File: src/sv/best_fit_block_allocator_defines.svh
// Assertion macros used by the allocator RTL.
`ifndef BEST_FIT_BLOCK_ALLOCATOR_DEFINES_SVH
`define BEST_FIT_BLOCK_ALLOCATOR_DEFINES_SVH

`ifndef SYNTH
`define BFBA_ASSERT_IMP(label, clk, rst_n, ante, cons) \
    label: assert property (@(posedge clk) disable iff (!rst_n) (ante) |-> (cons)) \
        else $error("allocator check failed");
`define BFBA_ASSERT_NXT(label, clk, rst_n, ante, cons) \
    label: assert property (@(posedge clk) disable iff (!rst_n) (ante) |=> (cons)) \
        else $error("allocator check failed");
`else
`define BFBA_ASSERT_IMP(label, clk, rst_n, ante, cons)
`define BFBA_ASSERT_NXT(label, clk, rst_n, ante, cons)
`endif

`endif

File: src/sv/bfba_pkg.sv
package bfba_pkg;

    localparam int BFBA_MAX_BLOCKS = 16;
    localparam int SIZE_W          = 16;
    localparam int OWNER_W         = 8;
    localparam int NUM_OUT_W       = 5;

    typedef enum logic [1:0] {
        FN_ADD   = 2'd0,
        FN_ALLOC = 2'd1,
        FN_CLEAR = 2'd2
    } t_func;

    typedef enum logic [1:0] {
        ST_OK    = 2'd0,
        ST_NOFIT = 2'd1,
        ST_FULL  = 2'd2
    } t_status;

    // Search token handed from cell to cell.
    typedef struct packed {
        logic              active;
        logic              found;
        logic [SIZE_W-1:0] size;
    } t_carry;

endpackage

File: src/sv/best_fit_block_allocator.sv
// Best-fit block allocator. Blocks are added in order (numbered from 1) and held in a
// row of cells, one block per cell. An add, a clear or an unknown function code yields
// its result beat in the cycle after acceptance. An allocate sends a search token down the
// cell row, one cell per cycle, and registers its beat once the token has left the last cell
// and the output register is free or being drained; the grant picks the smallest free
// block that fits, lowest number on ties. A new beat is taken once the previous item has
// finished and the output register is free or being drained. s_tuser carries the function
// code; the result beat has the status in the low bits of m_tdata.
`include "best_fit_block_allocator_defines.svh"

module best_fit_block_allocator #(
    parameter int MAX_BLOCKS = bfba_pkg::BFBA_MAX_BLOCKS
) (
    input  logic        i_clk,
    input  logic        i_rst_n,
    input  logic        s_tvalid,
    output logic        s_tready,
    input  logic [23:0] s_tdata,   // size[15:0], requester[23:16]
    input  logic [1:0]  s_tuser,   // func[1:0]
    output logic        m_tvalid,
    input  logic        m_tready,
    output logic [23:0] m_tdata    // status[1:0], block_number[6:2], block_size[22:7], zero[23]
);
    import bfba_pkg::*;

    localparam int CNT_W = $clog2(MAX_BLOCKS + 1);
    localparam int IDX_W = $clog2(MAX_BLOCKS);
    localparam int NUM_W = (CNT_W > NUM_OUT_W) ? CNT_W : NUM_OUT_W;

    typedef enum logic [2:0] {
        S_IDLE   = 3'b001,
        S_SEARCH = 3'b010,
        S_DONE   = 3'b100
    } t_state;

    t_state               r_state, n_state;
    logic [CNT_W-1:0]     r_count, n_count;
    logic                 r_inject, n_inject;
    logic                 r_out_valid, n_out_valid;
    logic [23:0]          r_out_data, n_out_data;
    logic [SIZE_W-1:0]    r_req_size;
    logic [OWNER_W-1:0]   r_requester;
    logic                 r_found;
    logic [IDX_W-1:0]     r_best_idx;
    logic [SIZE_W-1:0]    r_best_size;

    logic                 w_accept;
    logic                 w_slot_free;
    logic                 w_full;
    logic                 w_add_wr;
    logic                 w_grant;
    logic [NUM_W-1:0]     w_add_num;
    logic [NUM_W-1:0]     w_grant_num;
    logic [SIZE_W-1:0]    w_in_size;
    logic [OWNER_W-1:0]   w_in_req;

    t_carry               w_carry [MAX_BLOCKS+1];
    logic [IDX_W-1:0]     w_cidx  [MAX_BLOCKS+1];

    assign w_in_size   = s_tdata[15:0];
    assign w_in_req    = s_tdata[23:16];
    assign w_slot_free = !r_out_valid || m_tready;
    assign s_tready    = (r_state == S_IDLE) && w_slot_free;
    assign w_accept    = s_tvalid && s_tready;
    assign w_full      = (r_count == CNT_W'(MAX_BLOCKS));
    assign w_add_wr    = w_accept && (t_func'(s_tuser) == FN_ADD) && !w_full;
    assign w_grant     = (r_state == S_DONE) && w_slot_free && r_found;
    assign w_add_num   = NUM_W'(r_count) + NUM_W'(1);
    assign w_grant_num = NUM_W'(r_best_idx) + NUM_W'(1);

    assign w_carry[0] = '{active: r_inject, found: 1'b0, size: '0};
    assign w_cidx[0]  = '0;

    for (genvar k = 0; k < MAX_BLOCKS; k++) begin : g_cell
        localparam logic [CNT_W-1:0] K_CNT = CNT_W'(k);
        localparam logic [IDX_W-1:0] K_IDX = IDX_W'(k);

        bfba_cell #(
            .IDX_W    (IDX_W),
            .CELL_IDX (k)
        ) u_cell (
            .i_clk      (i_clk),
            .i_rst_n    (i_rst_n),
            .i_live     (r_count > K_CNT),
            .i_wr       (w_add_wr && (r_count == K_CNT)),
            .i_wr_size  (w_in_size),
            .i_grant    (w_grant && (r_best_idx == K_IDX)),
            .i_owner    (r_requester),
            .i_req_size (r_req_size),
            .i_cin      (w_carry[k]),
            .i_cin_idx  (w_cidx[k]),
            .o_cout     (w_carry[k+1]),
            .o_cout_idx (w_cidx[k+1])
        );
    end

    always_comb begin
        n_state     = r_state;
        n_count     = r_count;
        n_inject    = 1'b0;
        n_out_valid = r_out_valid && !m_tready;
        n_out_data  = r_out_data;
        case (r_state)
            S_IDLE: begin
                if (w_accept) begin
                    case (t_func'(s_tuser))
                        FN_ADD: begin
                            n_out_valid = 1'b1;
                            if (w_full) begin
                                n_out_data = {1'b0, 16'd0, 5'd0, ST_FULL};
                            end else begin
                                n_count    = r_count + CNT_W'(1);
                                n_out_data = {1'b0, w_in_size, w_add_num[NUM_OUT_W-1:0], ST_OK};
                            end
                        end
                        FN_ALLOC: begin
                            n_inject = 1'b1;
                            n_state  = S_SEARCH;
                        end
                        FN_CLEAR: begin
                            n_count     = '0;
                            n_out_valid = 1'b1;
                            n_out_data  = {1'b0, 16'd0, 5'd0, ST_OK};
                        end
                        default: begin
                            n_out_valid = 1'b1;
                            n_out_data  = {1'b0, 16'd0, 5'd0, ST_OK};
                        end
                    endcase
                end
            end
            S_SEARCH: begin
                if (w_carry[MAX_BLOCKS].active) begin
                    n_state = S_DONE;
                end
            end
            S_DONE: begin
                if (w_slot_free) begin
                    n_out_valid = 1'b1;
                    n_state     = S_IDLE;
                    if (r_found) begin
                        n_out_data = {1'b0, r_best_size, w_grant_num[NUM_OUT_W-1:0], ST_OK};
                    end else begin
                        n_out_data = {1'b0, 16'd0, 5'd0, ST_NOFIT};
                    end
                end
            end
            default: begin
                n_state = S_IDLE;
            end
        endcase
    end

    always_ff @(posedge i_clk) begin
        if (!i_rst_n) begin
            r_state     <= S_IDLE;
            r_count     <= '0;
            r_inject    <= 1'b0;
            r_out_valid <= 1'b0;
        end else begin
            r_state     <= n_state;
            r_count     <= n_count;
            r_inject    <= n_inject;
            r_out_valid <= n_out_valid;
        end
    end

    always_ff @(posedge i_clk) begin
        r_out_data <= n_out_data;
        if (w_accept) begin
            r_req_size  <= w_in_size;
            r_requester <= w_in_req;
        end
        if (w_carry[MAX_BLOCKS].active) begin
            r_found     <= w_carry[MAX_BLOCKS].found;
            r_best_idx  <= w_cidx[MAX_BLOCKS];
            r_best_size <= w_carry[MAX_BLOCKS].size;
        end
    end

    assign m_tvalid = r_out_valid;
    assign m_tdata  = r_out_data;

    `BFBA_ASSERT_IMP(a_count_bound, i_clk, i_rst_n, 1'b1, r_count <= CNT_W'(MAX_BLOCKS))
    `BFBA_ASSERT_IMP(a_inject_in_search, i_clk, i_rst_n, r_inject, r_state == S_SEARCH)
    `BFBA_ASSERT_IMP(a_token_in_search, i_clk, i_rst_n, w_carry[MAX_BLOCKS].active, r_state == S_SEARCH)
    `BFBA_ASSERT_IMP(a_fit_size, i_clk, i_rst_n, w_carry[MAX_BLOCKS].active && w_carry[MAX_BLOCKS].found, w_carry[MAX_BLOCKS].size >= r_req_size)
    `BFBA_ASSERT_NXT(a_done_leaves, i_clk, i_rst_n, (r_state == S_DONE) && w_slot_free, m_tvalid && (r_state == S_IDLE))

endmodule

File: src/sv/bfba_cell.sv
module bfba_cell #(
    parameter int IDX_W    = 4,
    parameter int CELL_IDX = 0
) (
    input  logic                          i_clk,
    input  logic                          i_rst_n,
    input  logic                          i_live,
    input  logic                          i_wr,
    input  logic [bfba_pkg::SIZE_W-1:0]   i_wr_size,
    input  logic                          i_grant,
    input  logic [bfba_pkg::OWNER_W-1:0]  i_owner,
    input  logic [bfba_pkg::SIZE_W-1:0]   i_req_size,
    input  bfba_pkg::t_carry              i_cin,
    input  logic [IDX_W-1:0]              i_cin_idx,
    output bfba_pkg::t_carry              o_cout,
    output logic [IDX_W-1:0]              o_cout_idx
);
    import bfba_pkg::*;

    localparam logic [IDX_W-1:0] MY_IDX = IDX_W'(CELL_IDX);

    logic [SIZE_W-1:0]  r_size;
    logic [OWNER_W-1:0] r_owner;
    t_carry             r_cout;
    logic [IDX_W-1:0]   r_cout_idx;
    logic               w_take;

    assign w_take = i_cin.active && i_live && (r_owner == '0) && (r_size >= i_req_size)
                    && (!i_cin.found || (r_size < i_cin.size));

    always_ff @(posedge i_clk) begin
        if (i_wr) begin
            r_size  <= i_wr_size;
            r_owner <= '0;
        end else if (i_grant) begin
            r_owner <= i_owner;
        end
    end

    always_ff @(posedge i_clk) begin
        if (!i_rst_n) begin
            r_cout.active <= 1'b0;
        end else begin
            r_cout.active <= i_cin.active;
        end
        r_cout.found <= i_cin.found | w_take;
        r_cout.size  <= w_take ? r_size : i_cin.size;
        r_cout_idx   <= w_take ? MY_IDX : i_cin_idx;
    end

    assign o_cout     = r_cout;
    assign o_cout_idx = r_cout_idx;

endmodule
File: config.mk
export PLATFORM = sky130hd
export DESIGN_NAME = best_fit_block_allocator
export DESIGN_NICKNAME = d
export VERILOG_FILES = /design/src/sv/bfba_pkg.sv /design/src/sv/best_fit_block_allocator.sv /design/src/sv/bfba_cell.sv
export VERILOG_INCLUDE_DIRS = /design/src /design/src/sv
export SDC_FILE = /design/constraint.sdc
export NUM_CORES = 2
export LEC_CHECK = 0
export ABC_AREA = 1
export BUFFER_PORTS_ARGS = -buffer_cell sky130_fd_sc_hd__buf_2
export CAP_MARGIN = 5
export CORE_MARGIN = 2
export CORE_UTILIZATION = 29
export DETAILED_ROUTE_END_ITERATION = 6
export RECOVER_POWER = 25
export SYNTH_ARGS = -nofsm -noshare
export SYNTH_HDL_FRONTEND = slang
export SYNTH_SLANG_ARGS = --single-unit
File: constraint.sdc
create_clock -name i_clk -period 2.9 [get_ports i_clk]
set_input_delay 0.29 -clock i_clk [delete_from_list [all_inputs] [get_ports i_clk]]
set_output_delay 0.29 -clock i_clk [all_outputs]
set_load 0.1 [all_outputs]
After elaboration in Yosys (flattened, before gate mapping) --
Index checks and enable logic that the tools add are counted. W data, S select, Z words.
Word-level totals: bits in latches 0, memory bits (read-only) 0, register bits 800, logic and storage cells 405, memories 0, memory bits (writable) 0, input port bits 30, output and inout port bits 26
Cells by class: add/subtract/negate cells 2, multiplexer cells 33, eq/ne operators 42, bitwise logic cells 15, magnitude comparators 47, reductions and logical operators 161, divide/modulo/power cells 0, shift operators 0, multiply operators 0
Operators with widths (number):
- $ge A16 B16 Y1 | 16
- $lt A16 B16 Y1 | 15
- $mux W16 | 15
- $logic_not A8 Y1 | 16
- $logic_and A1 B1 Y1 | 102
- $pmux W24 S2 | 2
- $mux W24 | 2
- $mux W23 | 2
- $eq A5 B4 Y1 const B | 8
- $gt A5 B4 Y1 const B | 8
- $eq A4 B4 Y1 const B | 8
- $eq A5 B3 Y1 const B | 4
- $gt A5 B3 Y1 const B | 4
- $logic_not A1 Y1 | 18
- $eq A4 B3 Y1 const B | 4
- $logic_or A1 B1 Y1 | 16
- $or A1 B1 Y1 | 15
- $mux W3 | 4
- $reduce_and A4 Y1 | 3
- $eq A5 B2 Y1 const B | 2
- $gt A5 B1 Y1 const B | 2
- $gt A5 B2 Y1 const B | 2
- $pmux W5 S2 | 1
- $pmux W3 S3 | 1
- 21 further kinds | 30

Longest topological paths before layout --
depth after elaboration 7, mapped depth 15, mapped depth without buffers 14

By module --
Synthesis repeated with hierarchy kept, for this count alone.
Unflattened totals: cell total of the unflattened synthesis 4716, area, all modules 41113.2 um^2
By module, submodules not included:
- bfba_cell (g_cell[10].u_cell ...) | area each 2357.3 um^2, cells each 274, sequential area each 1081.0 um^2, instances 6
- bfba_cell (g_cell[1].u_cell ...) | area each 2367.3 um^2, cells each 274, sequential area each 1081.0 um^2, instances 4
- bfba_cell (g_cell[11].u_cell ...) | area each 2321.0 um^2, cells each 274, sequential area each 1081.0 um^2, instances 4
- best_fit_block_allocator | area each 3519.6 um^2, cells each 331, sequential area each 2242.2 um^2, instances 1
- bfba_cell (g_cell[15].u_cell) | area each 2357.3 um^2, cells each 276, sequential area each 1081.0 um^2, instances 1
- bfba_cell (g_cell[0].u_cell) | area each 2339.7 um^2, cells each 273, sequential area each 1081.0 um^2, instances 1

Worst setup path before layout --
No wires, ideal clock.
kind flip-flop to flip-flop, start reg r_out_valid (netlist: m_tvalid), end reg g_cell[11].u_cell.r_size[0], enable pin, arrival time 4.162 ns, cell stages (with the launch flop) 8, setup slack -1.671 ns, period minus slack after synthesis 4.571 ns, setup time 0.409 ns, data required time 2.491 ns, cells stage by stage dfxtp_1 -> inv_1 -> nor2_1 -> nor2_1 -> nand2_1 -> nor2_2 -> nand2_2 -> nor3_1
On the way: longest elaborated chain between the ends 7
Ends and longest elaborated chain:
- start: declaration | line best_fit_block_allocator.sv:39 | logic r_out_valid, n_out_valid;
- start signal: assignment | line best_fit_block_allocator.sv:164 | r_out_valid <= n_out_valid;
- $logic_not A1 Y1 | line best_fit_block_allocator.sv:62 | assign w_slot_free = !r_out_valid || m_tready;
- $logic_or A1 B1 Y1 | line best_fit_block_allocator.sv:62
- $logic_and A1 B1 Y1 | line best_fit_block_allocator.sv:63 | assign s_tready = (r_state == S_IDLE) && w_slot_free;
- via s_tready | line best_fit_block_allocator.sv:17 | output logic s_tready,
- $logic_and A1 B1 Y1 | line best_fit_block_allocator.sv:64 | assign w_accept = s_tvalid && s_tready;
- $logic_and A1 B1 Y1 (2 in series) | line best_fit_block_allocator.sv:66 | assign w_add_wr = w_accept && (t_func'(s_tuser) == FN_ADD) && !w_full;
- $logic_and A1 B1 Y1 | line best_fit_block_allocator.sv:85 | .i_wr (w_add_wr && (r_count == K_CNT)),
- via g_cell[11].u_cell.i_wr | line bfba_cell.sv:8 | input logic i_wr,
- end signal: assignment | line bfba_cell.sv:33 | r_size <= i_wr_size;
- end: declaration | line bfba_cell.sv:22 | logic [SIZE_W-1:0] r_size;
The timed path passes the listed nets, and every way through them passes these cells. A chain may end at the register's enable or synchronous reset.

Final worst setup path --
start reg r_count[1], end reg g_cell[5].u_cell.r_cout (netlist bit g_cell[5].u_cell.o_cout[2])
On the way: longest elaborated chain between the ends 6
Ends and longest elaborated chain:
- start: declaration | line best_fit_block_allocator.sv:37 | logic [CNT_W-1:0] r_count, n_count;
- start signal: assignment | line best_fit_block_allocator.sv:162 | r_count <= n_count;
- $gt A5 B3 Y1 | line best_fit_block_allocator.sv:84 | .i_live (r_count > K_CNT),
- $logic_and A1 B1 Y1 (3 in series) | line bfba_cell.sv:28 | assign w_take = i_cin.active && i_live && (r_owner == '0) && (r_size >= i_req_size)
- $logic_and A1 B1 Y1 | line bfba_cell.sv:29 | && (!i_cin.found || (r_size < i_cin.size));
- $mux W16 | line bfba_cell.sv:47 | r_cout.size <= w_take ? r_size : i_cin.size;
- end: declaration | line bfba_cell.sv:24 | t_carry r_cout;
Every way passes these cells.

==> impl_metrics.py <==
metrics = {
    "global_route": {
        "grt_overflow": 0,
        "grt_max_degree": 28,
        "grt_pass1_vias": 28290,
        "antenna_found_initial": 5,
        "grt_pass1_wl_mm": 163.2,
        "gr-usage-all-layers": 0.1534,
    },
    "drt": {
        "first_pass_iters": 6,
        "wl_per_cell_um": 16.88,
        "drc": 0,
        "vias": 29080,
        "drt_iter0_drc": 2163,
        "routed_wl_mm": 105.8,
        "viasPerCell": 4.641,
        "ant_nets": 0,
    },
    "floorplan": {
        "die-area_um2": 136700,
        "initial_utilization": 0.2915,
        "die_h_um": 369.8,
        "row_count": 134,
        "core_area_um2": 133100,
        "io_pins": 56,
        "dieWidth_um": 369.8,
    },
    "worst_setup_path": {
        "worstSetupPathType": "flop to flop",
        "setup.worst_path.end_class": "flop",
        "r2r-end": "g_cell[5].u_cell.o_cout[2]",
        "r2r_start": "r_count[1]",
        "crit_top_cell": "nand2_1",
        "crit_path_cell_trace": "inv_1 > ha_1 > nand2_4 > inv_2 > a31oi_1 > nand3_1 > a21oi_4 > nand2_2 > nand2_1 > nand2_1",
        "rr_worst_depth": 10,
        "cp.arrival_ps": 3220,
        "critPathTopFamily": "simple AND/OR/NAND/NOR gates",
        "crit_path_max_fanout": 19,
        "slowest_stage": "a21oi_4",
        "critPathMaxStageDelay_ps": 530,
        "startpoint_type": "flop",
        "worst-path-buf-inv": 2,
        "cp.required_ps": 3430,
        "reg2reg_setup_slack_ps": 200,
    },
    "place": {
        "place_inst": 6087,
        "place_hpwl_mm": 75.11,
        "post-place-ws_ps": -15.63,
        "gp_congestion": 0.8598,
        "port-buffer-count": 54,
        "postPlaceCellArea_um2": 41590,
    },
    "final_layout": {
        "final_net_count": 4944,
        "num-fill-cells": 13630,
        "final_core_util": 0.3350,
        "regArea_um2": 19240,
        "area_growth_pct": 14.92,
        "final_cells": 6265,
        "fin_area_um2": 44590,
        "drive_gt1_frac": 0.08009,
        "multi_input_area_um2": 16900,
    },
    "timing": {
        "finalCriticalPeriod_ps": 2696,
        "final.setup_skew_ps": 31.70,
        "fmaxAchievable_mhz": 370.9,
        "setup_tns_ps": 0,
        "tightestPinTransition_ps": 2150,
        "period_share": 0.9298,
        "hold_viol_final": 0,
        "maxSlewViolCount": 225,
        "slew_headroom": -0.4334,
        "rsz0062_at_grt": "false",
        "worst_slack_ps": 203.7,
        "finalSetupViolations": 0,
    },
    "power_and_ir_drop": {
        "power_density_nw_per_um2": 616.9,
        "p_leak_nw": 19.60,
        "peakVddDrop_mv": 0.9221,
    },
    "clocking": {
        "clock_sinks": 799,
        "htreeDepth": 3,
        "cts_tree": "done",
        "cts_buffers": 84,
        "insertion_delay_ps": 660,
        "cts.clk_slew.worst_paths_ps": 70,
        "cts_buffer_depth": 3,
        "cts-root-buf": "clkbuf_16",
    },
    "run": {
        "cap_violations": 12,
    },
    "worst_hold_path": {
        "worstHoldStart": "i_rst_n",
        "min_to": "g_cell[2].u_cell.o_cout[17]",
        "min_path_type": "primary input to flop",
        "hold_depth": 3,
    },
    "logic_synthesis": {
        "syn_area_um2": 38800,
        "ys_warn_count": 0,
        "ys_types": 46,
        "syn_nets": 4786,
        "ys_seq_elements": 799,
        "syn_inst": 4266,
        "synth_area_per_cell_um2": 9.096,
        "yosysSeqAreaShare": 0.4958,
    },
    "outcome": {
        "violations": "capacitance limit, slew limit",
        "status": "finished with violations",
    },
}
## registers in the layout, indices dropped and copies added, names as in the netlist
signal	flops
r_best_size	16
r_req_size	16
r_state	3
r_count	5
m_tdata	23
g_cell.u_cell.o_cout_idx	49
g_cell.u_cell.r_size	256
m_tvalid	1
r_inject	1
g_cell.u_cell.o_cout	288
r_best_idx	4
r_requester	8
r_found	1
g_cell.u_cell.r_owner	128
## how the worst max path moves through the flow
stage                    from                     endpoint  slack (ps)  depth (start not counted)
4_1_cts            r_count[0]  g_cell[11].u_cell.r_size[7]         140                          8
5_1_grt            r_count[1]   g_cell[5].u_cell.o_cout[3]          20                         10
6_report           r_count[1]   g_cell[5].u_cell.o_cout[2]         200                         10
3_5_place_dp   r_req_size[12]   g_cell[5].u_cell.o_cout[3]         -20                         12
2_1_floorplan        m_tvalid   g_cell[6].u_cell.r_size[0]          20                          8
3_3_place_gp   r_req_size[12]   g_cell[5].u_cell.o_cout[9]          -3                         12
## report_power, final
group | internal, mW | switching (mW) | leakage, nW
sequential | 12.1 | 0.200 | 6.75
clock | 6.31 | 4.59 | 1.37
combinational | 1.14 | 3.17 | 11.5
total | 19.5 | 7.96 | 19.6
## timing repair
action                                  4_1_cts  5_1_grt
hold endpoints to repair                     11        0
endpoints found under the setup margin       16       26
pin swaps                                     0        0
resized for setup                             2        2
gates cloned                                  0        0
hold buffers                                 12        0
buffers inserted                              7        0
## cell usage in the layout, fill, tap and decap left out, types with 49 or more instances in the layout
master	instances
nand3_1	306
dfxtp_1	474
nand2_1	1065
a21oi_1	300
clkbuf_16	91
ha_1	490
o22ai_1	49
edfxtp_1	324
inv_1	568
buf_4	86
nor2_1	194
o21ai_0	90
## through the flow
| stage | power (mW) | hold WS (ps) |
|---|---|---|
| 2_1_floorplan | 15.28 | 368.7 |
| 3_3_place_gp | 16.70 | 387.6 |
| 3_5_place_dp | 16.79 | 390.3 |
| 4_1_cts | 27.76 | 80.35 |
| 5_1_grt | 28.59 | 132.2 |
| 6_report | 27.51 | 129.2 |
## cells in the mapped netlist, drive strengths merged
master / number / area (um2)
dfxtp: 475 / 9509
nor2: 209 / 822.0
o22ai: 49 / 306.5
o21bai: 13 / 97.59
buf: 64 / 421.7
inv: 581 / 2181
conb: 1 / 3.750
clkbuf: 27 / 101.4
a32o: 17 / 170.2
o21ai: 92 / 460.4
nand4: 15 / 93.84
a21oi: 313 / 1672
and2: 12 / 75.07
clkinv: 3 / 13.76
ha: 490 / 6131
nand3: 312 / 1614
nand2: 1085 / 4143
a21boi: 23 / 172.7
nor3b: 5 / 37.54
nor3: 51 / 304.1
o21a: 5 / 37.54
o211ai: 16 / 120.1
xnor2: 2 / 17.52
and3: 2 / 12.51
nor4: 16 / 100.1
a31oi: 1 / 6.260
edfxtp: 324 / 9729
or2: 19 / 118.9
a211oi: 44 / 330.3
## worst register-to-register path: stages (launching register included)
cell and delay (ps):
dfxtp_1 450, inv_1 150, ha_1 240, nand2_4 110
inv_2 80, a31oi_1 160, nand3_1 310, a21oi_4 530
nand2_2 340, nand2_1 150, nand2_1 60
## cells by family after synthesis
logic type | count (synthesis) | synth area share
adders and majority gates | 490 | 0.1580
DFF | 799 | 0.4958
xor gates and xnor gates | 2 | 0.0004515
other | 1 | 0.00009664
AOI/OAI and AO/OA | 573 | 0.08693
and+or+nand+nor | 1726 | 0.1887
buffers and inverters | 675 | 0.07004
## layer usage
| layer | wire length [um] | vias to the layer above | track usage |
|---|---|---|---|
| met5 | 0 | - | 0 |
| met2 | 49520 | 648 | 0.2590 |
| met1 | 48880 | 13710 | 0.2063 |
| met3 | 5123 | 145 | 0.01895 |
| li1 | - | 14580 | - |
| met4 | 2234 | 0 | 0.04128 |
## cell type report
type | count | share of cell area
Clock buffer | 122 | 0.05614
Sequential cell | 799 | 0.4315
Antenna cell | 2 | 0.0001122
Clock inverter | 35 | 0.006706
Tap cell | 1768 | 0.04961
Multi-Input combinational cell | 2792 | 0.3790
Timing Repair Buffer | 163 | 0.02738
Inverter | 584 | 0.04955
No activity file was read; power rests on OpenSTA's default activity.
